<file path="config.mk">
export PLATFORM = sky130hd
export DESIGN_NAME = char_lcd_write_sequencer_top
export DESIGN_NICKNAME = d
export VERILOG_FILES = /design/src/sv/clws_pkg.sv /design/src/sv/clws_decode.sv /design/src/sv/char_lcd_write_sequencer_top.sv
export SDC_FILE = /design/constraint.sdc
export NUM_CORES = 1
export LEC_CHECK = 0
export ABC_AREA = 1
export BUFFER_PORTS_ARGS = -buffer_cell sky130_fd_sc_hd__buf_2
export CAP_MARGIN = 20
export CORE_UTILIZATION = 61
export CTS_BUF_LIST = sky130_fd_sc_hd__clkbuf_8
export CTS_CLUSTER_DIAMETER = 50
export DETAILED_ROUTE_END_ITERATION = 10
export PLACE_DENSITY = 0.87
export SETUP_SLACK_MARGIN = 0.3
export SYNTH_ARGS = -nofsm -noshare
export SYNTH_HDL_FRONTEND = slang
export SYNTH_SLANG_ARGS = --single-unit
</file>
<file path="constraint.sdc">
create_clock -name clk -period 3.1 [get_ports clk]
set_input_delay 0.62 -clock clk [delete_from_list [all_inputs] [get_ports clk]]
set_output_delay 0.62 -clock clk [all_outputs]
set_load 0.02 [all_outputs]
</file>
<file path="src/sv/clws_pkg.sv">
`timescale 1ns / 1ps
// ----------------------------------------------------------------------------
// clws_pkg
// Shared types and codes of the character LCD write sequencer.
// ----------------------------------------------------------------------------
package clws_pkg;

    localparam logic [1:0] OP_CMD  = 2'd0;
    localparam logic [1:0] OP_TEXT = 2'd1;
    localparam logic [1:0] OP_GOTO = 2'd2;

    localparam logic [2:0] REG_BUS_MODE      = 3'd0;
    localparam logic [2:0] REG_DISPLAY_LINES = 3'd1;
    localparam logic [2:0] REG_ROW1_BASE     = 3'd2;
    localparam logic [2:0] REG_ROW2_BASE     = 3'd3;
    localparam logic [2:0] REG_ROW3_BASE     = 3'd4;
    localparam logic [2:0] REG_ROW4_BASE     = 3'd5;

    localparam int unsigned CFG_WIDTH   = 7;
    localparam int unsigned INDEX_WIDTH = 3;

    localparam logic       RST_BUS_MODE      = 1'b0;
    localparam logic       RST_DISPLAY_LINES = 1'b1;
    localparam logic [6:0] RST_ROW1_BASE     = 7'd0;
    localparam logic [6:0] RST_ROW2_BASE     = 7'd64;
    localparam logic [6:0] RST_ROW3_BASE     = 7'd20;
    localparam logic [6:0] RST_ROW4_BASE     = 7'd84;

    localparam logic [7:0] SET_ADDR_CMD = 8'h80;

    typedef struct packed {
        logic       strobe;
        logic       rs;
        logic [7:0] bus;
        logic       status;
    } entry_t;

    typedef struct packed {
        entry_t [3:0] entry;
        logic [1:0]   last_idx;
    } plan_t;

    typedef struct packed {
        logic       bus_mode;
        logic       display_lines;
        logic [6:0] row1_base;
        logic [6:0] row2_base;
        logic [6:0] row3_base;
        logic [6:0] row4_base;
    } cfg_t;

endpackage

</file>
<file path="src/sv/clws_decode.sv">
`timescale 1ns / 1ps
// ----------------------------------------------------------------------------
// clws_decode
// Expands one request into its list of bus transfers or a status result.
// ----------------------------------------------------------------------------
module clws_decode #(
    parameter int CHARS_PER_LINE    = 20,
    parameter int MAX_TEXT_ONE_LINE = 40,
    parameter int MAX_TEXT_TWO_LINE = 80
) (
    input  logic [1:0]     op,
    input  logic [7:0]     byte_value,
    input  logic [2:0]     row,
    input  logic [7:0]     column,
    input  logic [7:0]     text_length,
    input  clws_pkg::cfg_t cfg,
    input  logic [7:0]     text_position,
    output clws_pkg::plan_t plan,
    output logic [7:0]     text_position_next
);

    localparam logic [8:0] LINE1_POS = 9'(CHARS_PER_LINE);
    localparam logic [8:0] LINE2_POS = 9'(2 * CHARS_PER_LINE);
    localparam logic [8:0] LINE3_POS = 9'(3 * CHARS_PER_LINE);
    localparam logic [8:0] LIMIT_ONE = 9'(MAX_TEXT_ONE_LINE);
    localparam logic [8:0] LIMIT_TWO = 9'(MAX_TEXT_TWO_LINE);

    logic       err;
    logic       two_bytes;
    logic [7:0] first_byte;
    logic       first_rs;
    logic [7:0] second_byte;
    logic [8:0] pos_ext;
    logic [8:0] pos_inc;
    logic [7:0] len_eff;
    logic [8:0] limit;
    logic [6:0] base;
    logic [6:0] goto_addr;
    logic       row_bad;
    logic       col_bad;
    clws_pkg::entry_t e_first_hi;
    clws_pkg::entry_t e_first_lo;
    clws_pkg::entry_t e_first_full;
    clws_pkg::entry_t e_second_hi;
    clws_pkg::entry_t e_second_lo;
    clws_pkg::entry_t e_second_full;
    clws_pkg::entry_t e_err;

    always_comb
    begin
        pos_ext   = {1'b0, text_position};
        pos_inc   = pos_ext + 9'd1;
        len_eff   = (text_length == 8'd0) ? 8'd1 : text_length;
        limit     = cfg.display_lines ? LIMIT_TWO : LIMIT_ONE;
        row_bad   = (row == 3'd0) || (row > 3'd4);
        col_bad   = (column == 8'd0) || ({1'b0, column} > LINE1_POS);

        if (!cfg.display_lines)
        begin
            base = (row == 3'd1) ? cfg.row1_base : cfg.row3_base;
        end
        else
        begin
            unique case (row)
                3'd1:    base = cfg.row1_base;
                3'd2:    base = cfg.row2_base;
                3'd3:    base = cfg.row3_base;
                default: base = cfg.row4_base;
            endcase
        end
        goto_addr = base + column[6:0] - 7'd1;

        err                = 1'b0;
        two_bytes          = 1'b0;
        first_byte         = byte_value;
        first_rs           = 1'b0;
        second_byte        = byte_value;
        text_position_next = text_position;

        unique case (op)
            clws_pkg::OP_CMD:
            begin
                first_byte = byte_value;
            end
            clws_pkg::OP_TEXT:
            begin
                if ({1'b0, text_length} > limit)
                begin
                    err                = 1'b1;
                    text_position_next = 8'd0;
                end
                else
                begin
                    priority if (cfg.display_lines && pos_ext == LINE1_POS)
                    begin
                        two_bytes  = 1'b1;
                        first_byte = clws_pkg::SET_ADDR_CMD | {1'b0, cfg.row2_base};
                    end
                    else if (cfg.display_lines && pos_ext == LINE2_POS)
                    begin
                        two_bytes  = 1'b1;
                        first_byte = clws_pkg::SET_ADDR_CMD | {1'b0, cfg.row3_base};
                    end
                    else if (cfg.display_lines && pos_ext == LINE3_POS)
                    begin
                        two_bytes  = 1'b1;
                        first_byte = clws_pkg::SET_ADDR_CMD | {1'b0, cfg.row4_base};
                    end
                    else
                    begin
                        first_rs = 1'b1;
                    end
                    text_position_next = (pos_inc >= {1'b0, len_eff}) ? 8'd0 : pos_inc[7:0];
                end
            end
            clws_pkg::OP_GOTO:
            begin
                if (row_bad || col_bad)
                begin
                    err = 1'b1;
                end
                else
                begin
                    first_byte = clws_pkg::SET_ADDR_CMD | {1'b0, goto_addr};
                end
            end
            default:
            begin
                err = 1'b1;
            end
        endcase

        e_err         = '{strobe: 1'b0, rs: 1'b0, bus: 8'd0, status: 1'b1};
        e_first_full  = '{strobe: 1'b1, rs: first_rs, bus: first_byte, status: 1'b0};
        e_first_hi    = '{strobe: 1'b1, rs: first_rs, bus: {first_byte[7:4], 4'd0},
                          status: 1'b0};
        e_first_lo    = '{strobe: 1'b1, rs: first_rs, bus: {first_byte[3:0], 4'd0},
                          status: 1'b0};
        e_second_full = '{strobe: 1'b1, rs: 1'b1, bus: second_byte, status: 1'b0};
        e_second_hi   = '{strobe: 1'b1, rs: 1'b1, bus: {second_byte[7:4], 4'd0},
                          status: 1'b0};
        e_second_lo   = '{strobe: 1'b1, rs: 1'b1, bus: {second_byte[3:0], 4'd0},
                          status: 1'b0};

        plan.entry[2] = e_second_hi;
        plan.entry[3] = e_second_lo;
        if (err)
        begin
            plan.entry[0] = e_err;
            plan.entry[1] = e_err;
            plan.last_idx = 2'd0;
        end
        else if (cfg.bus_mode)
        begin
            plan.entry[0] = e_first_hi;
            plan.entry[1] = e_first_lo;
            plan.last_idx = two_bytes ? 2'd3 : 2'd1;
        end
        else
        begin
            plan.entry[0] = e_first_full;
            plan.entry[1] = e_second_full;
            plan.last_idx = two_bytes ? 2'd1 : 2'd0;
        end
    end

endmodule

</file>
<file path="src/sv/char_lcd_write_sequencer_top.sv">
`timescale 1ns / 1ps
// ----------------------------------------------------------------------------
// char_lcd_write_sequencer_top
// Character LCD write sequencer: requests in, enable-strobed transfers out.
// ----------------------------------------------------------------------------
// Usage: the input channel (in_valid / in_stall) carries one request per
// transaction: a raw command, one text character, or a go-to row/column.
// The output channel (out_valid / out_stall) carries one bus transfer or one
// status-only result per transaction; last marks the final result of a request.
// A request gives 1, 2 or 4 results (4 in four-bit mode with a line-change
// address command). The request is decoded into a transfer list register in
// the accept cycle; the output register then drains that list at one result
// per cycle while out_stall is low, the next request being accepted on the
// cycle the last result is loaded. Configuration registers are written
// through cfg_we / cfg_index / cfg_data; the user must write them only while
// the block is idle, as the block itself does not enforce it. Reset clears
// the text position, both handshake stages and loads the register reset
// values. While out_stall is high the output holds; once the list register
// is also full, in_stall rises.
// ----------------------------------------------------------------------------
module char_lcd_write_sequencer_top #(
    parameter int CHARS_PER_LINE    = 20,
    parameter int MAX_TEXT_ONE_LINE = 40,
    parameter int MAX_TEXT_TWO_LINE = 80
) (
    input  logic       clk,
    input  logic       rst_n,
    input  logic       cfg_we,
    input  logic [2:0] cfg_index,
    input  logic [6:0] cfg_data,
    input  logic       in_valid,
    output logic       in_stall,
    input  logic [1:0] op,
    input  logic [7:0] byte_value,
    input  logic [2:0] row,
    input  logic [7:0] column,
    input  logic [7:0] text_length,
    output logic       out_valid,
    input  logic       out_stall,
    output logic       strobe_res,
    output logic       reg_select,
    output logic [7:0] bus_value,
    output logic       status,
    output logic       last
);

    clws_pkg::cfg_t   cfg_reg;
    clws_pkg::cfg_t   cfg_next;
    logic [7:0]       text_position_reg;
    logic [7:0]       text_position_next;
    logic [7:0]       decode_position;
    clws_pkg::plan_t  decode_plan;
    clws_pkg::plan_t  plan_reg;
    logic             plan_valid_reg;
    logic             plan_valid_next;
    logic [1:0]       plan_idx_reg;
    logic [1:0]       plan_idx_next;
    logic             out_valid_reg;
    logic             out_valid_next;
    clws_pkg::entry_t out_entry_reg;
    logic             out_last_reg;
    logic             in_accept;
    logic             load_out;
    logic             plan_done;

    clws_decode #(
        .CHARS_PER_LINE    (CHARS_PER_LINE),
        .MAX_TEXT_ONE_LINE (MAX_TEXT_ONE_LINE),
        .MAX_TEXT_TWO_LINE (MAX_TEXT_TWO_LINE)
    ) u_decode (
        .op                 (op),
        .byte_value         (byte_value),
        .row                (row),
        .column             (column),
        .text_length        (text_length),
        .cfg                (cfg_reg),
        .text_position      (text_position_reg),
        .plan               (decode_plan),
        .text_position_next (decode_position)
    );

    always_comb
    begin
        load_out  = plan_valid_reg && (!out_valid_reg || !out_stall);
        plan_done = load_out && (plan_idx_reg == plan_reg.last_idx);
        in_stall  = plan_valid_reg && !plan_done;
        in_accept = in_valid && !in_stall;

        if (in_accept)
        begin
            plan_valid_next = 1'b1;
        end
        else if (plan_done)
        begin
            plan_valid_next = 1'b0;
        end
        else
        begin
            plan_valid_next = plan_valid_reg;
        end

        if (in_accept)
        begin
            plan_idx_next = 2'd0;
        end
        else if (load_out)
        begin
            plan_idx_next = plan_idx_reg + 2'd1;
        end
        else
        begin
            plan_idx_next = plan_idx_reg;
        end

        if (load_out)
        begin
            out_valid_next = 1'b1;
        end
        else
        begin
            out_valid_next = out_valid_reg && out_stall;
        end

        text_position_next = in_accept ? decode_position : text_position_reg;

        cfg_next = cfg_reg;
        if (cfg_we)
        begin
            unique case (cfg_index)
                clws_pkg::REG_BUS_MODE:      cfg_next.bus_mode      = cfg_data[0];
                clws_pkg::REG_DISPLAY_LINES: cfg_next.display_lines = cfg_data[0];
                clws_pkg::REG_ROW1_BASE:     cfg_next.row1_base     = cfg_data;
                clws_pkg::REG_ROW2_BASE:     cfg_next.row2_base     = cfg_data;
                clws_pkg::REG_ROW3_BASE:     cfg_next.row3_base     = cfg_data;
                clws_pkg::REG_ROW4_BASE:     cfg_next.row4_base     = cfg_data;
                default:                     cfg_next = cfg_reg;
            endcase
        end
    end

    always_ff @(posedge clk or negedge rst_n)
    begin
        if (!rst_n)
        begin
            cfg_reg.bus_mode      <= clws_pkg::RST_BUS_MODE;
            cfg_reg.display_lines <= clws_pkg::RST_DISPLAY_LINES;
            cfg_reg.row1_base     <= clws_pkg::RST_ROW1_BASE;
            cfg_reg.row2_base     <= clws_pkg::RST_ROW2_BASE;
            cfg_reg.row3_base     <= clws_pkg::RST_ROW3_BASE;
            cfg_reg.row4_base     <= clws_pkg::RST_ROW4_BASE;
            text_position_reg     <= 8'd0;
            plan_valid_reg        <= 1'b0;
            plan_idx_reg          <= 2'd0;
            out_valid_reg         <= 1'b0;
        end
        else
        begin
            cfg_reg           <= cfg_next;
            text_position_reg <= text_position_next;
            plan_valid_reg    <= plan_valid_next;
            plan_idx_reg      <= plan_idx_next;
            out_valid_reg     <= out_valid_next;
        end
    end

    always_ff @(posedge clk)
    begin
        if (in_accept)
        begin
            plan_reg <= decode_plan;
        end
        if (load_out)
        begin
            out_entry_reg <= plan_reg.entry[plan_idx_reg];
            out_last_reg  <= (plan_idx_reg == plan_reg.last_idx);
        end
    end

    assign out_valid  = out_valid_reg;
    assign strobe_res = out_entry_reg.strobe;
    assign reg_select = out_entry_reg.rs;
    assign bus_value  = out_entry_reg.bus;
    assign status     = out_entry_reg.status;
    assign last       = out_last_reg;

    a_status_is_single: assert property (@(posedge clk) disable iff (!rst_n)
        out_valid_reg && out_entry_reg.status |-> out_last_reg && !out_entry_reg.strobe)
        else $error("status result not a lone final result");

    a_idx_in_range: assert property (@(posedge clk) disable iff (!rst_n)
        plan_valid_reg |-> plan_idx_reg <= plan_reg.last_idx)
        else $error("transfer index past end of list");

    a_empty_takes_input: assert property (@(posedge clk) disable iff (!rst_n)
        !plan_valid_reg |-> !in_stall)
        else $error("input stalled with empty transfer list");

    a_accept_fills_list: assert property (@(posedge clk) disable iff (!rst_n)
        in_valid && !in_stall |=> plan_valid_reg && plan_idx_reg == 2'd0)
        else $error("accepted request not in transfer list");

    a_nibble_clean: assert property (@(posedge clk) disable iff (!rst_n)
        out_valid_reg && out_entry_reg.strobe && cfg_reg.bus_mode
        |-> out_entry_reg.bus[3:0] == 4'd0)
        else $error("four-bit transfer with low bits set");

endmodule
</file>
==> results summary, run 1 <==
The flow ran to the end, and the final reports show no timing, DRC or antenna violations. In this run the horizontal extent of the chip is 95.5 um. The adder-cell share of the synthesized area is 6.95%.

The worst ir drop on vdd came out at 360 uV. By area, the combinational part of the netlist is dominated by simple AND/OR/NAND/NOR gates. The final cell count without fillers came out at 872. The switching power is 0.00150 W.

The starting DRC count in detailed routing is 280. The xor/xnor cell area share of the yosys netlist is 1.15%. The achievable clock frequency came out at 0.351 GHz. The share of synthesized area occupied by flip-flops and latches is 43.5%.

The Yosys step of the flow raised 0 warnings. The switching share of total power came out at 38.3%. The number of distinct library cells after synthesis came out at 43. The tree is rooted in a sky130_fd_sc_hd__clkbuf_8. For the finished layout, the period the worst path requires is 2.85 ns. After synthesis, the most frequently instantiated cells are sky130_fd_sc_hd__nand2_1 (202), sky130_fd_sc_hd__inv_1 (96), sky130_fd_sc_hd__nor2_1 (66).

The initial antenna violation count came to 0. The number of cells in the design after placement came out at 846. At the end of routability-driven placement, the weighted congestion stood at 0.957.

The min-delay analysis places its worst path in the category in -> async. The total leakage power came out at 3.14 nW. Entering global routing, the biggest net connects 43 pins. The critical path is of the in -> reg type.

After synthesis the cells add up to 5330 sq um. Counting every instance in the synthesized netlist gives 688. The worst-margin pin slew is 0.922 ns.

The number of nets with antenna violations after routing came out at 0. The number of antenna diodes in the final layout is 0. The portion of total power attributed to the clock network is 20.9%. The total wire length is 13.3 mm. The number of slew-limit violations in the final report is 0. The via count of the first global-routing pass came out at 4586.

The number of detailed-routing iterations run before antenna repair came out at 5. For this design, the sink count on the clock tree is 84. The clock edge transition at the registers on the reported setup and hold paths is 0.09 ns. The power density over the cells came out at 626 nW/um^2. The H-tree depth is 3. The final-report hold violation count came out at 0. The via count is 4841.

For this run, asynchronously set or reset flops after synthesis account for 50.0%. The fraction of synthesized cell area taken by the top area cell type came out at 23.7%. The worst setup path is captured at a flop. Global routing used 31.2% of the available tracks. By instance count, the leading cell after synthesis is sky130_fd_sc_hd__nand2_1. The y dimension of the die is 95.5 um. The portion of synthesized area spent on multiplexers is 0%.

The dominant synthesized flop cell is sky130_fd_sc_hd__edfxtp_1. The insertion delay of the later-clocked pin in the worst-skew pair is 0.37 ns. Summing the areas of all compound-gate instances in the mapped netlist gives 10.3% of the synthesized area. The worst path meets setup with 0.253 ns of slack. Setup repair after global routing could not meet its margin everywhere.

The detailed-route wire length per cell is 15.3 um. The post-route DRC violation count is 0. Timing analysis after detailed placement gives a worst setup slack of -0.129 ns. The synthesized area per cell is 7.75 sq um.

The number of synthesized flops with an enable pin is 42. TritonCTS built the clock tree. The combinational group share of total power is 36.7%.

In the finished design, the share of the clock period the worst path needs comes to 91.9%. Global routing finished with a remaining overflow of 0. Detailed placement ended at an HPWL of 10.0 mm. The number of port buffers came out at 57. The layout overhead on the synthesized area is 17.2%. The full die area is 9120 sq um.

The number of storage elements in the synthesis netlist is 84. The first-pass GRT wire length is 21.5 mm. The signal arrival time at the worst endpoint came out at 3.07 ns. The headroom to the max-slew limit came out at 38.6%. In the post-synthesis netlist, the biggest area contributors are sky130_fd_sc_hd__edfxtp_1 (24%), sky130_fd_sc_hd__dfrtp_1 (16%), sky130_fd_sc_hd__nand2_1 (14%), sky130_fd_sc_hd__inv_1 (6.8%), sky130_fd_sc_hd__ha_1 (6.6%). The I/O pin count came out at 58.

The post-synthesis net count is 761. In this run the worst path has a maximum fanout of 5. The number of CTS-inserted buffers is 9. In the routed layout, each cell is associated on average with a via count of 5.55. Once the floorplan was initialized, standard cells occupied 63.9% of the core. The count of final setup violators is 0. The post-route netlist has 21.5% of its cells at a drive strength greater than 1.

Max-cap violations in this run came to 0. Fill cells in the final layout number 616. Clock skew on the completed layout was measured at 0.0116 ns. The post-synthesis cell type with the largest combined area is sky130_fd_sc_hd__edfxtp_1. The region available for standard cell placement spans 8340 sq um.

The simple-gate portion of the synthesized area is 29.5%. The net count of the finished layout is 835. In this run the core area contains 33 standard-cell rows. The cell internal power dissipation is 0.00241 W.

The element type at the critical path start is a primary input. Sequential cells burn 42.4% of the power. STA puts the critical path data required time at 3.33 ns. The worst-case clock buffer depth came out at 2.
layout make-up:
class	instances	area [sq um]	area share (%)
multi-input cells	486	2730	43.7
flip-flops and latches	84	2320	37.1
repair buffers	75	450	7.21
inverters	106	419	6.71
clock buffers	10	138	2.20
well taps	105	131	2.10
clock inverters	6	62.6	1.00
routing by layer:
metal	wire length [um]	global-route usage, %
met1	5320	38.0
met2	6730	54.8
met3	752	4.78
met4	530	12.8
met5	0	0
cells by family (layout without fill, tap and decap cells):
family          count (synthesis)  after routing
buf+inv                       118            197
xor+xnor                        7              7
compound gates                 97             97
simple gates                  353            353
fa+ha+maj                      29             29
flops                          84             84
per-stage QoR:
step	utilization, %	hold slack, ns	power (W)	area, sq um	setup TNS [ns]
after global placement	69.7	0.472	0.00288	5810	-0.211
after floorplan	-	0.324	0.00253	5390	0
after global routing	74.9	0.457	0.00416	6250	0
after detailed placement	69.7	0.485	0.00295	5810	-0.405
after CTS	72.3	0.423	0.00375	6030	0
final	74.9	0.388	0.00391	6250	0
path summary, 6_finish.rpt:
path,from,end,slack [ns],cells past startpoint
max,row[2],plan_reg[8],0.25,20
min,rst_n,cfg_reg[17],0.39,1
max reg2reg,cfg_reg[28],plan_reg[8],0.29,17
min reg2reg,cfg_reg[2],cfg_reg[2],0.50,2
max in group asynchronous,rst_n,plan_idx_reg[1],2.13,1
min in group clk,byte_value[3],plan_reg[43],0.46,1
repair_timing:
action                     4_1_cts  5_1_grt
buffers inserted                 2        8
pin swaps                        1       22
setup endpoints to repair        3        7
hold endpoints to repair         0        0
resized for setup                3       44
hold buffers                     0        0
worst max-delay path, stage by stage:
cell	delay, ns
sky130_fd_sc_hd__buf_8	0.09
sky130_fd_sc_hd__clkinv_8	0.06
sky130_fd_sc_hd__buf_4	0.14
sky130_fd_sc_hd__o21ai_4	0.07
sky130_fd_sc_hd__inv_2	0.07
sky130_fd_sc_hd__o211ai_1	0.18
sky130_fd_sc_hd__nand2_1	0.11
sky130_fd_sc_hd__ha_1	0.30
sky130_fd_sc_hd__inv_2	0.05
sky130_fd_sc_hd__ha_4	0.16
sky130_fd_sc_hd__fa_2	0.42
sky130_fd_sc_hd__nand2_2	0.09
sky130_fd_sc_hd__nand2_2	0.06
sky130_fd_sc_hd__a21oi_2	0.13
sky130_fd_sc_hd__inv_1	0.06
sky130_fd_sc_hd__nand2_1	0.06
sky130_fd_sc_hd__nand2_1	0.04
sky130_fd_sc_hd__o211ai_1	0.18
sky130_fd_sc_hd__nand2_1	0.07
sky130_fd_sc_hd__nor2_1	0.10
power groups by stage:
stage                     Sequential, W  Clock [W]  Combinational (W)
after detailed placement        0.00167          0            0.00128
after CTS                       0.00165   0.000814            0.00129
after global routing            0.00169   0.000864            0.00161
after floorplan                 0.00168          0           0.000857
after global placement          0.00166          0            0.00122
final                           0.00166   0.000817            0.00144
layout by cell type, fill, tap and decap left out, types with 6 or more instances in the layout:
cell                         n
sky130_fd_sc_hd__nand3_1    42
sky130_fd_sc_hd__clkbuf_8   10
sky130_fd_sc_hd__o21ai_0    46
sky130_fd_sc_hd__nand2_1   192
sky130_fd_sc_hd__nand4_1     7
sky130_fd_sc_hd__dfstp_2     7
sky130_fd_sc_hd__buf_4      16
sky130_fd_sc_hd__a21oi_2     6
sky130_fd_sc_hd__xor2_1      6
sky130_fd_sc_hd__inv_2      12
sky130_fd_sc_hd__a21oi_1    21
sky130_fd_sc_hd__nor2_4      8
sky130_fd_sc_hd__inv_1      89
sky130_fd_sc_hd__dfrtp_1    35
sky130_fd_sc_hd__edfxtp_1   42
sky130_fd_sc_hd__nand3b_1    7
sky130_fd_sc_hd__nand2_2    13
sky130_fd_sc_hd__nor2_1     62
sky130_fd_sc_hd__ha_1       24
sky130_fd_sc_hd__buf_2      54
(Power assumes the default switching activity.)
==> run 2, diff against run 1 <==
- SETUP_SLACK_MARGIN: 0.3 -> not set
==> results summary, run 2 (synthesized netlist as in run 1, its figures left out) <==
The via count of the first global-routing pass was 4802. The full die area came out at 9120 sq um. The run finished with clean final reports. At the worst endpoint, the arrival time is 3.01 ns.

The number of slew-limit violations in the final report is 0. The top cell types in the final layout, fill and taps aside, are sky130_fd_sc_hd__nand2_1 (202), sky130_fd_sc_hd__inv_1 (95), sky130_fd_sc_hd__nor2_1 (62). The placeable core region is 8340 sq um. The floorplan row count came out at 33. The critical path class is in -> reg.

The first global-routing pass estimated 22.2 mm of wire. The number of max-cap violations came out at 0. On the critical path the largest part of the delay comes from compound AO/OA/AOI/OAI gates.

The antenna diode count came out at 0. The achievable clock frequency came out at 0.347 GHz. After layout, the design draws a total of 0.00381 W. The quantity of hold-fixing buffers added after cts is 0. Entering global routing, the biggest net connects 43 pins. Along the worst path, the maximum fanout reaches 4. Dividing the detail-routed via count by the number of cells gives 5.61. The final-report hold violation count came out at 0. Setup repair after global routing left no endpoint under its margin. The starting DRC count in detailed routing is 381. In this run the worst setup path begins at row[2]. The worst-margin pin slew came out at 0.926 ns. The total leakage power came out at 3.13 nW. The placer's final routability congestion estimate is 1.00. The half-perimeter wire length of the detailed placement result came out at 10.2 mm. The power density over the cells came out at 629 nW/um^2. The setup clock skew after layout is 0.0110 ns. Once placement finished, the instance area stood at 5830 sq um. The filler cells instantiated in the layout total 630. The clock tree from TritonCTS is done. The required time at the endpoint of the critical path came out at 3.23 ns. The share of layout cells above drive strength 1 came out at 17.7%. Input and output buffers added on the ports amount to 57. The endpoint class of the critical path is a flop.

The initial antenna violation count is 0. The buffer and inverter count on the worst path is 4. The master of the slowest instance on the critical path is sky130_fd_sc_hd__fa_2. In this run the number of H-tree levels came out at 3. The insertion delay of the later-clocked pin in the worst-skew pair came out at 0.36 ns. The initial cell density of the core is 63.9%. The signal on the critical path passes through buf_2, inv_2, nand2_1, nor2_2, buf_4, a22oi_1, o211ai_1, a21oi_2, ha_1, inv_1, ha_1, fa_2, o21ai_0, a21oi_1, a21oi_1, nand2_1, nand2_1, nand2_1, nand2_1, nand2_1. The via count is 4895.

The clock edge transition at the registers on the reported setup and hold paths came out at 0.10 ns. From synthesis to final layout, the design area changed by 13.8%. The number of nets with antenna violations after routing is 0. The startpoint identified for the worst register-to-register timing path is cfg_reg[28]. After detailed routing, the number of remaining DRC violations is 0. The cell sitting at the root of the clock tree is a sky130_fd_sc_hd__clkbuf_8. In the final routed layout, each cell accounts on average for 15.2 um. The clock period minus final worst setup slack is 2.88 ns. The delay of the slowest critical-path stage is 0.36 ns. The number of CTS-inserted buffers came out at 9.

The final cell count without fillers came out at 872. The headroom to the max-slew limit came out at 38.3%. The total global-route track usage came out at 32.0%. The worst setup path is launched from a primary input. The count of final setup violators came out at 0. The residual overflow from global routing is 0.

The post-route clock period utilization came out at 92.9%. The most used cell along the critical path is sky130_fd_sc_hd__nand2_1. The worst ir drop on vdd is 371 uV. The die is 95.5 um wide. The I/O pin count came out at 58. The number of cells in the design after placement is 856. The y dimension of the die is 95.5 um. Leaving out fill and tap cells, the most frequent cell in the layout is sky130_fd_sc_hd__nand2_1.

The post-route cell area came out at 6060 sq um. The number of detailed-routing iterations run before antenna repair came out at 5. The total wire length came out at 13.3 mm. The path class of the lowest-slack min-delay path is in -> async. The post-layout net count is 835. The worst-case clock buffer depth came out at 2. The tree built by TritonCTS fans out to 84 sinks.
-- run 2: changes by cell type in the layout (fill, tap and decap cells not counted), sizes merged --
cell	delta
clkinvlp	-1
inv	+1
-- run 2: path summary, 6_finish.rpt --
kind                       cells after the start  slack, ns         endpoint
max                                           20       0.22     plan_reg[21]
min                                            1       0.39      cfg_reg[26]
max reg2reg                                   16       0.27     plan_reg[21]
min reg2reg                                    2       0.50       cfg_reg[2]
max in group asynchronous                      1       2.14  plan_idx_reg[1]
min in group clk                               1       0.46     plan_reg[43]
-- run 2: cell type report --
type                       instances  area [sq um]  share of cell area, %
timing repair buffer              75           420                   6.93
sequential                        84          2320                   38.3
inverter                         106           400                   6.60
clock buffer                      10           138                   2.27
tap                              105           131                   2.17
multi-input combinational        486          2570                   42.5
clock inverter                     6          78.8                   1.30
-- run 2: routing by layer --
layer  share of wire (%)  vias up  GRT usage (%)
met2                  49      215           55.5
met5                   0        -              0
li1                    -     2379              -
met3                 6.1       49           5.02
met4                 3.9        0           16.2
met1                  41     2252           38.4
-- run 2: worst reg2reg max path, cell delays in order, from the launching register on --
cell and delay [ns]:
sky130_fd_sc_hd__dfstp_2 0.57, sky130_fd_sc_hd__buf_4 0.18, sky130_fd_sc_hd__nor2_1 0.06, sky130_fd_sc_hd__o21ai_0 0.08, sky130_fd_sc_hd__nand2_1 0.12, sky130_fd_sc_hd__ha_1 0.29
sky130_fd_sc_hd__inv_1 0.04, sky130_fd_sc_hd__ha_1 0.22, sky130_fd_sc_hd__fa_2 0.36, sky130_fd_sc_hd__o21ai_0 0.17, sky130_fd_sc_hd__a21oi_1 0.06, sky130_fd_sc_hd__a21oi_1 0.14
sky130_fd_sc_hd__nand2_1 0.06, sky130_fd_sc_hd__nand2_1 0.09, sky130_fd_sc_hd__nand2_1 0.07, sky130_fd_sc_hd__nand2_1 0.06, sky130_fd_sc_hd__nand2_1 0.05
-- run 2: power by group --
group          switching (W)  total [W]  leakage [nW]  internal (W)
combinational       0.000837    0.00130          2.10      0.000460
sequential          0.000180    0.00165         0.911       0.00147
clock               0.000449   0.000862         0.111      0.000413
-- run 2: timing repair --
action                                 in CTS  in global routing
setup buffers                               0                  0
gates resized for setup                     0                  7
setup endpoints to repair                   0                  4
endpoints found under the hold margin       0                  0
-- run 2: stage by stage --
stage	setup TNS [ns]	setup slack [ns]	hold slack [ns]	util [%]
3_3_place_gp	-0.487	-0.163	0.470	69.9
3_5_place_dp	-0.753	-0.186	0.475	69.9
6_report	0	0.220	0.387	72.7
4_1_cts	0	0.175	0.417	72.5
5_1_grt	0	0.00762	0.455	72.7
2_1_floorplan	0	0.0852	0.324	-
